==> src/hw/rtl/aes_pkg.sv <==
`timescale 1ns / 1ps
`default_nettype none
// ----------------------------------------------------------------------------
// aes_pkg
// Shared types and constants for the ascending exchange sorter.
// ----------------------------------------------------------------------------
package aes_pkg;

  localparam int DATA_W            = 32;
  localparam int MAX_ITEMS_DEFAULT = 8;

  // Top-level sequencer: collect a set, then stream it out
  typedef enum logic [0:0] {
    ST_LOAD  = 1'b0,
    ST_DRAIN = 1'b1
  } aes_state_t;

  // Per-cycle command broadcast to every cell
  typedef struct packed {
    logic insert;  // place the incoming request in the chain
    logic shift;   // move every value one cell toward the head
  } aes_cell_ctrl_t;

endpackage : aes_pkg
`default_nettype wire

==> src/hw/rtl/aes_if.sv <==
`timescale 1ns / 1ps
`default_nettype none
// ----------------------------------------------------------------------------
// aes_if
// Valid/ready channels of the sorter: element input and sorted result output.
// ----------------------------------------------------------------------------
interface aes_in_if;
  import aes_pkg::*;
  logic                     valid;
  logic                     ready;
  logic signed [DATA_W-1:0] value;
  logic                     last;

  modport source (output valid, output value, output last, input ready);
  modport sink   (input valid, input value, input last, output ready);
endinterface : aes_in_if

interface aes_out_if;
  import aes_pkg::*;
  logic                     valid;
  logic                     ready;
  logic signed [DATA_W-1:0] sorted_value;
  logic                     last_out;
  logic                     overflow;

  modport source (output valid, output sorted_value, output last_out, output overflow,
                  input ready);
  modport sink   (input valid, input sorted_value, input last_out, input overflow,
                  output ready);
endinterface : aes_out_if
`default_nettype wire

==> src/hw/rtl/aes_cell.sv <==
`timescale 1ns / 1ps
`default_nettype none
// ----------------------------------------------------------------------------
// aes_cell
// One slot of the insertion chain: holds a value, takes the incoming value or
// its left neighbor's value on insert, and its right neighbor's on shift.
// ----------------------------------------------------------------------------
module aes_cell
  import aes_pkg::*;
(
  input  wire logic                     clk,
  input  wire aes_cell_ctrl_t           ctrl,
  input  wire logic                     occupied,
  input  wire logic signed [DATA_W-1:0] ins_value,
  input  wire logic signed [DATA_W-1:0] left_value,
  input  wire logic                     left_take,
  input  wire logic signed [DATA_W-1:0] right_value,
  output logic signed [DATA_W-1:0]      value,
  output logic                          take
);

  // Empty slots act as +infinity; equal values stay ahead of the newcomer
  always_comb begin
    take = !occupied || (ins_value < value);
  end

  always_ff @(posedge clk) begin
    if (ctrl.shift) begin
      value <= right_value;
    end else if (ctrl.insert && take) begin
      value <= left_take ? left_value : ins_value;
    end
  end

endmodule : aes_cell
`default_nettype wire

==> src/hw/rtl/ascending_exchange_sorter.sv <==
`timescale 1ns / 1ps
`default_nettype none
// ----------------------------------------------------------------------------
// ascending_exchange_sorter
// Collects a set of signed elements and returns it in ascending order.
// ----------------------------------------------------------------------------
//
//   channel  | dir | payload                              | ends when
//   ---------+-----+--------------------------------------+---------------------
//   items    | in  | value[31:0] signed, last             | request with last
//   results  | out | sorted_value[31:0] signed, last_out, | request with last_out
//            |     | overflow                             |
//
// Cycles: one cycle per element while loading; the chain of MAX_ITEMS cells
//   inserts each element in place in the same cycle it is accepted.
// After the closing element, the head cell streams one result per cycle when
//   ready; no element is accepted until the last result of the set is taken.
// Reset clears the sequencer, fill count and overflow flag; cell contents are
//   left as they are and only filled slots are ever read.
// A stall on results holds the head value and the whole chain.
//
module ascending_exchange_sorter
  import aes_pkg::*;
#(
  parameter int MAX_ITEMS = MAX_ITEMS_DEFAULT
)(
  input  wire logic  clk,
  input  wire logic  rst,
  aes_in_if.sink     items,
  aes_out_if.source  results
);

  localparam int COUNT_W = $clog2(MAX_ITEMS + 1);

  aes_state_t           state, state_next;
  logic [COUNT_W-1:0]   count, count_next;
  logic                 dropped, dropped_next;
  aes_cell_ctrl_t       ctrl;

  logic signed [DATA_W-1:0] cell_value [MAX_ITEMS];
  logic                     cell_take  [MAX_ITEMS];

  logic in_fire;
  logic out_fire;
  logic full;

  assign in_fire  = items.valid && items.ready;
  assign out_fire = results.valid && results.ready;
  assign full     = (count == COUNT_W'(MAX_ITEMS));

  // --------------------------------------------------------------------------
  // Cell chain: cell 0 is the head (smallest value)
  // --------------------------------------------------------------------------
  for (genvar i = 0; i < MAX_ITEMS; i++) begin : g_cell
    logic signed [DATA_W-1:0] left_value;
    logic                     left_take;
    logic signed [DATA_W-1:0] right_value;

    if (i == 0) begin : g_head
      assign left_value = items.value;
      assign left_take  = 1'b0;
    end else begin : g_body
      assign left_value = cell_value[i-1];
      assign left_take  = cell_take[i-1];
    end

    if (i == MAX_ITEMS - 1) begin : g_tail
      assign right_value = cell_value[i];
    end else begin : g_mid
      assign right_value = cell_value[i+1];
    end

    aes_cell u_cell (
      .clk         (clk),
      .ctrl        (ctrl),
      .occupied    (COUNT_W'(i) < count),
      .ins_value   (items.value),
      .left_value  (left_value),
      .left_take   (left_take),
      .right_value (right_value),
      .value       (cell_value[i]),
      .take        (cell_take[i])
    );
  end

  // --------------------------------------------------------------------------
  // Sequencer: next state
  // --------------------------------------------------------------------------
  always_comb begin
    state_next = state;
    unique case (state)
      ST_LOAD: begin
        if (in_fire && items.last) begin
          state_next = ST_DRAIN;
        end
      end
      ST_DRAIN: begin
        if (out_fire && count == COUNT_W'(1)) begin
          state_next = ST_LOAD;
        end
      end
      default: state_next = ST_LOAD;
    endcase
  end

  // --------------------------------------------------------------------------
  // Sequencer: outputs and bookkeeping
  // --------------------------------------------------------------------------
  always_comb begin
    items.ready   = 1'b0;
    results.valid = 1'b0;
    ctrl          = '0;
    count_next    = count;
    dropped_next  = dropped;
    unique case (state)
      ST_LOAD: begin
        items.ready = 1'b1;
        if (in_fire) begin
          if (full) begin
            // drop the element, remember the loss for the whole set
            dropped_next = 1'b1;
          end else begin
            ctrl.insert = 1'b1;
            count_next  = count + COUNT_W'(1);
          end
        end
      end
      ST_DRAIN: begin
        results.valid = 1'b1;
        if (out_fire) begin
          // advance the chain toward the head
          ctrl.shift = 1'b1;
          count_next = count - COUNT_W'(1);
          if (count == COUNT_W'(1)) begin
            dropped_next = 1'b0;
          end
        end
      end
      default: ;
    endcase
  end

  assign results.sorted_value = cell_value[0];
  assign results.last_out     = (count == COUNT_W'(1));
  assign results.overflow     = dropped;

  always_ff @(posedge clk) begin
    if (rst) begin
      state   <= ST_LOAD;
      count   <= '0;
      dropped <= 1'b0;
    end else begin
      state   <= state_next;
      count   <= count_next;
      dropped <= dropped_next;
    end
  end

  // --------------------------------------------------------------------------
  // Assertions
  // --------------------------------------------------------------------------
  a_drain_nonempty: assert property (@(posedge clk) disable iff (rst)
    state == ST_DRAIN |-> count != '0)
    else $error("draining with an empty chain");

  a_count_bound: assert property (@(posedge clk) disable iff (rst)
    count <= COUNT_W'(MAX_ITEMS))
    else $error("fill count beyond chain length");

  a_set_restart: assert property (@(posedge clk) disable iff (rst)
    out_fire && results.last_out |=> state == ST_LOAD && count == '0 && !dropped)
    else $error("set not rebuilt from empty after last result");

  a_one_side: assert property (@(posedge clk) disable iff (rst)
    !(items.ready && results.valid))
    else $error("loading and draining at once");

endmodule : ascending_exchange_sorter
`default_nettype wire

==> src/flat_wrapper.sv <==
// flat-port wrapper written by rule: the top's interface ports become plain ports
module ascending_exchange_sorter_flat import aes_pkg::*;
#(
  parameter int MAX_ITEMS = MAX_ITEMS_DEFAULT
)
  (clk, rst, items_valid, items_value, items_last, items_ready, results_valid, results_sorted_value, results_last_out, results_overflow, results_ready);
  aes_in_if items_i ();
  aes_out_if results_i ();
  input  wire logic clk;
  input  wire logic rst;
  input wire logic [$bits(items_i.valid)-1:0] items_valid;
  input wire logic [$bits(items_i.value)-1:0] items_value;
  input wire logic [$bits(items_i.last)-1:0] items_last;
  output wire logic [$bits(items_i.ready)-1:0] items_ready;
  output wire logic [$bits(results_i.valid)-1:0] results_valid;
  output wire logic [$bits(results_i.sorted_value)-1:0] results_sorted_value;
  output wire logic [$bits(results_i.last_out)-1:0] results_last_out;
  output wire logic [$bits(results_i.overflow)-1:0] results_overflow;
  input wire logic [$bits(results_i.ready)-1:0] results_ready;
  assign items_i.valid = items_valid;
  assign items_i.value = items_value;
  assign items_i.last = items_last;
  assign items_ready = items_i.ready;
  assign results_valid = results_i.valid;
  assign results_sorted_value = results_i.sorted_value;
  assign results_last_out = results_i.last_out;
  assign results_overflow = results_i.overflow;
  assign results_i.ready = results_ready;
  ascending_exchange_sorter #(.MAX_ITEMS(MAX_ITEMS)) u_core (.clk(clk), .rst(rst), .items(items_i), .results(results_i));
endmodule
==> config.mk <==
export PLATFORM = sky130hd
export DESIGN_NAME = ascending_exchange_sorter_flat
export DESIGN_NICKNAME = d
export VERILOG_FILES = /design/src/hw/rtl/aes_pkg.sv /design/src/hw/rtl/aes_if.sv /design/src/hw/rtl/aes_cell.sv /design/src/hw/rtl/ascending_exchange_sorter.sv /design/src/flat_wrapper.sv
export SDC_FILE = /design/constraint.sdc
export NUM_CORES = 1
export LEC_CHECK = 0
export BUFFER_PORTS_ARGS = -buffer_cell sky130_fd_sc_hd__buf_2
export CAP_MARGIN = 10
export CELL_PAD_IN_SITES_DETAIL_PLACEMENT = 2
export CELL_PAD_IN_SITES_GLOBAL_PLACEMENT = 2
export CORE_ASPECT_RATIO = 1.2
export CORE_UTILIZATION = 37
export DETAILED_ROUTE_END_ITERATION = 8
export PLACE_DENSITY = 0.8
export SLEW_MARGIN = 15
export SYNTH_ARGS = -nofsm -noshare
export SYNTH_HDL_FRONTEND = slang
export SYNTH_SLANG_ARGS = --single-unit
==> constraint.sdc <==
create_clock -name clk -period 5.83 [get_ports clk]
set_input_delay 1.166 -clock clk [delete_from_list [all_inputs] [get_ports clk]]
set_output_delay 1.166 -clock clk [all_outputs]
set_load 0.05 [all_outputs]
==> flow_summary_export.csv, run 1 <==
group,metric,value,unit
routing,ant_nets,0,
die,die_w,209,µm
clock_network,postCtsSetupBuffers,0,
yosys,synth_fp_nets,2283,
worst_setup_path,path_cells,"buf_2 -> buf_4 -> ha_1 -> nand2_1 -> nor3_1 -> nand4_1 -> a2111oi_0 -> nor3b_1 -> a21oi_4 -> buf_4 -> mux2_2",
worst_setup_path,arrival,5.20,ns
yosys,ys_async_sr_fraction,0,%
yosys,synth-edff-count,256,
routing,drtIter0Drc,801,
clock_network,cts.sinks,262,
grt,grt_pass1_wl,115000,µm
worst_setup_path,crit_fanout,22,
clock_network,cts_buffer_depth,3,
routing,vias,16500,
worst_setup_path,cpMostUsedCell,"buf_4",
final_layout,fillers,5465,
timing,max_slew_margin,31.0,%
yosys,synth_area_leaders,"edfxtp_1 (40%), ha_1 (16%), inv_1 (5.2%), mux2i_1 (5.2%), a21oi_1 (4.7%)",
routing,wl,75900,µm
yosys,synthesis.area,0.0191,mm²
worst_setup_path,critPathLaunchType,"input pin",
die,floorplan.initialDensity,37.7,%
worst_setup_path,worst_r2r_path_depth,10,
grt,antenna_found_initial,0,
final_layout,postLayoutCoreUtil,42.6,%
yosys,synth-main-ff-cell,"edfxtp_1",
placed_design,place_congestion,0.888,
worst_setup_path,worst-setup-path-type,"in -> reg",
timing,finalSetupTns,0,ns
timing,rsz0062_at_grt,"no",
timing,tightest_slew,1.03,ns
power_and_ir_drop,power_density,373,mW/mm²
grt,overflow,0,
clock_network,root_buffer,"clkbuf_16",
die,core-area,0.0507,mm²
worst_setup_path,crit_path_max_incr_delay,0.85,ns
worst_setup_path,r2r_start,"u_core.g_cell[6].u_cell.value[25]",
final_layout,nets,2340,
timing,skew,0.0149,ns
final_layout,design_area,0.0216,mm²
placed_design,dpl_cell_area,0.0205,mm²
power_and_ir_drop,p_leak,9.01,nW
yosys,synth_cell_types,58,
routing,via_per_inst,6.08,
worst_setup_path,crit_path_top_delay_cell,"a21oi_4",
final_layout,multi_input_area,0.0101,mm²
worst_setup_path,reg2reg_to,"u_core.g_cell[7].u_cell.value[13]",
final_layout,antenna_cells,0,
grt,grtUsageTotal,29.0,%
timing,finalCriticalPeriod,4.84,ns
placed_design,port_buffers,72,
final_layout,layout-drive-gt1-share,11.0,%
yosys,ys_seq_area_share,40.9,%
hold_path,min_path_type,"reg -> reg",
routing,drc,0,
worst_setup_path,endpoint_kind,"flip-flop",
clock_network,cts.reportedPaths.clkPinSlew,0.06,ns
timing,timing.fmax,0.207,GHz
timing,period_share,83.0,%
worst_setup_path,r2r_slack,1.51,ns
yosys,synth_largest_area_cell,"edfxtp_1",
yosys,synth-seq-cells,262,
yosys,ys_warn_count,0,
clock_network,clock_latency,0.62,ns
final_layout,areaGrowthSynthToFinish,12.9,%
run_status,status,"completed",
yosys,synth_top_area_share,40.2,%
routing,routedWlPerCell,27.9,µm
die,ios,73,
placed_design,dp_hpwl,55500,µm
timing,setup_viol,0,
final_layout,ff_latch_area,0.00781,mm²
grt,grt_max_degree,92,
clock_network,numCtsBuffers,31,
grt,grt_pass1_vias,18700,
yosys,syn_area_per_cell,9.58,µm²
die,row_count,90,
clock_network,htree_levels,1,
routing,dr.pass1.iters,5,
run,max-cap-violations,0,
worst_setup_path,critPathRequiredTime,6.19,ns
timing,slew_violations,0,
yosys,syn_inst,1995,
die,die-area,0.0526,mm²
clock_network,cts_resized,0,
clock_network,cts_tree,"yes",
clock_network,ctsHoldBuffers,0,
die,die_y,251,µm
worst_setup_path,critPathCapture,"u_core.g_cell[7].u_cell.value[13]",
timing,finalHoldViolCount,0,
power_and_ir_drop,finalPower,8.06,mW
worst_setup_path,crit_path_start,"items_value[31]",
power_and_ir_drop,vdd_drop_max,237,µV
worst min path at each step:
stage	startpoint	to	slack (ns)	depth (start not counted)
after floorplan	u_core.count[1]	u_core.count[1]	0.52	2
final	u_core.results.overflow	u_core.results.overflow	0.55	2
after global routing	u_core.results.overflow	u_core.results.overflow	0.59	2
after CTS	u_core.results.overflow	u_core.results.overflow	0.56	2
after global placement	u_core.results.overflow	u_core.results.overflow	0.48	2
after detailed placement	u_core.results.overflow	u_core.results.overflow	0.54	2
flip-flops by register name, indices dropped and copies added (netlist names):
register                    count
u_core.count                    4
u_core.g_cell.u_cell.value    256
u_core.results.overflow         1
u_core.state                    1
placed cells by master, fill, tap and decap left out, types with 17 or more instances in the layout:
cell,instances
o211ai_1,74
nand4_1,108
nand2_1,215
clkbuf_16,31
ha_1,251
nor2_1,88
edfxtp_1,256
o21ai_0,113
a21o_1,21
nand3_1,17
mux2i_1,98
mux2_2,31
o41a_1,30
inv_1,264
a21oi_1,177
o21ai_1,33
buf_2,72
buf_4,42
area by class of cell:
class | instances | share of cell area, %
clock buffer | 39 | 3.92
clock inverter | 19 | 1.11
inverter | 264 | 4.59
multi-input combinational | 1374 | 46.9
sequential | 262 | 36.2
tap | 644 | 3.73
timing repair buffer | 119 | 3.60
logic make-up after synthesis:
kind of cell	synth area share, %
AOI/OAI and AO/OA	16.3
xor gates and xnor gates	0.183
adders and majority gates	16.4
buffers and inverters	7.26
DFF	40.9
muxes	7.20
and+or+nand+nor	11.8
worst max-delay path, delay by kind of cell:
kind | cells | cell delay, ns
multiplexers | 1 | 0.37
AO/OA/AOI/OAI | 2 | 1.51
buffers and inverters | 3 | 0.75
AND/OR/NAND/NOR | 4 | 0.91
adder cells (fa/ha/maj) | 1 | 0.47
metal layers:
| layer | wire length (µm) | vias up | GRT usage (%) |
|---|---|---|---|
| met3 | 3020 | 169 | 3.17 |
| li1 | - | 7428 | - |
| met1 | 28900 | 8542 | 32.3 |
| met2 | 40100 | 393 | 54.1 |
| met5 | 0 | - | 0 |
| met4 | 3910 | 0 | 14.5 |
synth_stat cells (all sizes together), types with 5 or more instances:
master     n
a21oi    180
nand2b    11
o21ai    150
dfxtp      6
nand3     18
o41a      30
inv      264
mux2i    101
edfxtp   256
nor3b      7
nand4    108
a31oi      7
ha       251
a211oi     6
o211ai    74
nor3       8
buf       15
a2111oi    5
nor2      92
a21o      21
nor2b      5
clkbuf    80
nand2    216
mux2      31
power by group:
group,switching (mW),internal (mW),total (mW)
sequential,0.362,2.67,3.03
clock,0.893,1.25,2.14
combinational,1.87,1.01,2.88
total,3.13,4.92,8.06
stage by stage:
stage	setup WS [ns]	instances	hold WS [ns]
after floorplan	0.166	1995	0.522
after global routing	0.975	2721	0.593
after detailed placement	0.471	2663	0.541
after CTS	1.09	2721	0.556
after global placement	0.655	2663	0.479
final	0.991	2721	0.551
Power figures use the tool's default switching activity.
==> run 2, diff against run 1 <==
--- a/config.mk
+++ b/config.mk
@@ -5,14 +5,15 @@
 export SDC_FILE = /design/constraint.sdc
 export NUM_CORES = 1
 export LEC_CHECK = 0
+export ABC_AREA = 1
 export BUFFER_PORTS_ARGS = -buffer_cell sky130_fd_sc_hd__buf_2
 export CAP_MARGIN = 10
 export CELL_PAD_IN_SITES_DETAIL_PLACEMENT = 2
 export CELL_PAD_IN_SITES_GLOBAL_PLACEMENT = 2
 export CORE_ASPECT_RATIO = 1.2
-export CORE_UTILIZATION = 37
+export CORE_UTILIZATION = 38
 export DETAILED_ROUTE_END_ITERATION = 8
-export PLACE_DENSITY = 0.8
+export PLACE_DENSITY = 0.85
 export SLEW_MARGIN = 15
 export SYNTH_ARGS = -nofsm -noshare
 export SYNTH_HDL_FRONTEND = slang
==> constraint.sdc (replaced) <==
create_clock -name clk -period 4.9 [get_ports clk]
set_input_delay 0.98 -clock clk [delete_from_list [all_inputs] [get_ports clk]]
set_output_delay 0.98 -clock clk [all_outputs]
set_load 0.05 [all_outputs]
==> run 2 against run 1 <==
Net effect: register-to-register slack got worse by 0.31 ns; final area is 4.1% higher; worst hold slack lost 0.070 ns; sequential cell count stayed put; synthesized cell count is 35% higher; worst setup slack better by 0.0040 ns; total power increased by 21%; wire length up 16%; clock power up 15%; sequential share of layout area fell by 1.4 points; via count is 23% higher; first-iteration DRC count increased by 50%; critical path type unchanged.
==> flow_summary_export.csv, run 2 <==
group,metric,value,unit
yosys,synth_area_leaders,"edfxtp_1 (38%), nand2_1 (17%), ha_1 (15%), nand3_1 (7.8%), inv_1 (6.7%)",
grt,grt_pass1_wl,135000,µm
routing,routedWlPerCell,25.7,µm
clock_network,ctsHoldBuffers,0,
worst_setup_path,worst-setup-path-type,"in -> reg",
routing,via_per_inst,5.91,
placed_design,port_buffers,72,
timing,period_share,79.7,%
routing,vias,20300,
routing,dr.pass1.iters,5,
grt,grt_max_degree,114,
yosys,ys_async_sr_fraction,0,%
timing,skew,0.0200,ns
yosys,yosysMostFrequentCell,"nand2_1",
yosys,synth-edff-count,256,
yosys,synth-seq-cells,262,
placed_design,place_congestion,0.843,
grt,overflow,0,
routing,wl,88100,µm
timing,max_slew_margin,36.6,%
grt,antenna_found_initial,1,
yosys,syn_inst,2684,
run,max-cap-violations,0,
yosys,synth_largest_area_cell,"edfxtp_1",
die,die-area,0.0546,mm²
timing,rsz0062_at_grt,"no",
power_and_ir_drop,switchingPower,4.19,mW
yosys,synth-main-ff-cell,"edfxtp_1",
yosys,yosys-top-cells-count,"nand2_1 (913), inv_1 (363), nand3_1 (316)",
yosys,ys_warn_count,0,
worst_setup_path,critPathRequiredTime,5.23,ns
timing,finalSetupTns,0,ns
routing,drc,0,
worst_setup_path,arrival,4.23,ns
timing,setup_viol,0,
yosys,ys_seq_area_share,38.3,%
final_layout,nets,2993,
timing,finalCriticalPeriod,3.90,ns
clock_network,root_buffer,"clkbuf_16",
final_layout,final_common_cell,"nand2_1",
final_layout,final_cell_mix,"nand2_1 (911), inv_1 (362), nand3_1 (316)",
placed_design,dp_hpwl,59000,µm
power_and_ir_drop,power_density,433,mW/mm²
power_and_ir_drop,finalPower,9.72,mW
timing,finalHoldViolCount,0,
worst_setup_path,endpoint_kind,"flip-flop",
clock_network,cts_buffer_depth,3,
power_and_ir_drop,power.internal,5.53,mW
timing,tightest_slew,0.951,ns
yosys,synthesis.area,0.0204,mm²
worst_setup_path,crit_fanout,34,
yosys,synth_top_area_share,37.7,%
yosys,synth_cell_types,28,
clock_network,htree_levels,2,
final_layout,layout-drive-gt1-share,6.38,%
run_status,status,"completed",
clock_network,cts.reportedPaths.clkPinSlew,0.06,ns
clock_network,numCtsBuffers,34,
final_layout,areaGrowthSynthToFinish,10.1,%
final_layout,antenna_cells,0,
timing,timing.fmax,0.256,GHz
grt,grt_pass1_vias,23000,
clock_network,cts_resized,0,
die,row_count,92,
clock_network,cts_tree,"yes",
timing,slew_violations,0,
final_layout,top_register,"u_core.g_cell.u_cell.value",
routing,drtIter0Drc,1205,
die,die_w,213,µm
power_and_ir_drop,power.share.combinational,39.8,%
final_layout,largest_reg_flops,256,
die,core-area,0.0527,mm²
worst_setup_path,r2r_slack,1.20,ns
die,die_y,256,µm
grt,grtUsageTotal,32.6,%
power_and_ir_drop,p_leak,11.3,nW
routing,ant_nets,0,
hold_path,min_path_type,"reg -> reg",
die,floorplan.initialDensity,38.7,%
power_and_ir_drop,pwr-share-seq,34.8,%
power_and_ir_drop,vdd_drop_max,242,µV
final_layout,fillers,6233,
clock_network,cts.sinks,262,
final_layout,largestRegisters,"u_core.g_cell.u_cell.value: 256 flops, u_core.count: 4 flops",
worst_setup_path,critPathLaunchType,"input pin",
clock_network,clock_latency,0.58,ns
power_and_ir_drop,p_sw_share,43.1,%
yosys,syn_area_per_cell,7.59,µm²
die,ios,73,
yosys,synth_fp_nets,2972,
clock_network,postCtsSetupBuffers,0,
power_and_ir_drop,clockPowerShare,25.4,%
run 2: final timing paths:
| path | cells past startpoint | from | to |
|---|---|---|---|
| worst max-delay path | 14 | items_value[19] | u_core.g_cell[2].u_cell.value[21] |
| worst min-delay path | 2 | u_core.results.overflow | u_core.results.overflow |
| worst max register to register | 14 | u_core.g_cell[1].u_cell.value[19] | u_core.g_cell[2].u_cell.value[21] |
| worst min register to register | 2 | u_core.results.overflow | u_core.results.overflow |
run 2: stage by stage:
stage          area, µm²  setup WS [ns]  cells  util, %  hold slack (ns)
2_1_floorplan      20400          0.673   2684        -            0.485
3_3_place_gp       21400          0.574   3374     40.7            0.461
3_5_place_dp       21400          0.459   3374     40.7            0.481
4_1_cts            22400           1.03   3431     42.6            0.491
5_1_grt            22400          0.856   3431     42.6            0.529
6_report           22400          0.995   3431     42.6            0.481
run 2: logic make-up after synthesis:
group	count (synthesis)	share of synthesized area (%)
fa+ha+maj	251	15.4
xor+xnor	1	0.0430
flops	262	38.3
buf+inv	491	9.71
compound gates	213	5.38
simple gates	1466	31.1
run 2: layer usage:
metal  track usage, %  up-vias  wire [µm]
li1                 -     9021          -
met1             38.5    10400      35400
met2             56.6      609      43800
met3             3.90      243       3910
met4             18.4        2       4940
met5                0        -         10
run 2: worst max-delay path: stages:
cell and delay [ns]:
buf_2 0.25, ha_1 0.30, a21oi_1 0.15, o21ai_0 0.13
nand2_1 0.12, nand3_1 0.21, a21oi_1 0.51, nand2_1 0.10
nand2_1 0.12, nand2_4 0.35, nand2_4 0.63, nand2_1 0.16
nand3_1 0.11, nand2_1 0.07
run 2: final cells by class:
cell class	count	area (µm²)	area share, %
multi-input combinational	1931	10700	47.6
sequential	262	7810	34.8
inverter	364	1370	6.11
clock buffer	50	985	4.39
tap	705	882	3.93
timing repair buffer	112	698	3.11
clock inverter	7	30.0	0.134
run 2: power groups by stage:
stage	Sequential, mW	Combinational, mW	Clock (mW)
floorplan	3.44	2.26	0
global placement	3.39	3.42	0
detailed placement	3.42	3.74	0
CTS	3.38	3.83	2.49
global route	3.42	4.21	2.55
finish	3.39	3.87	2.46
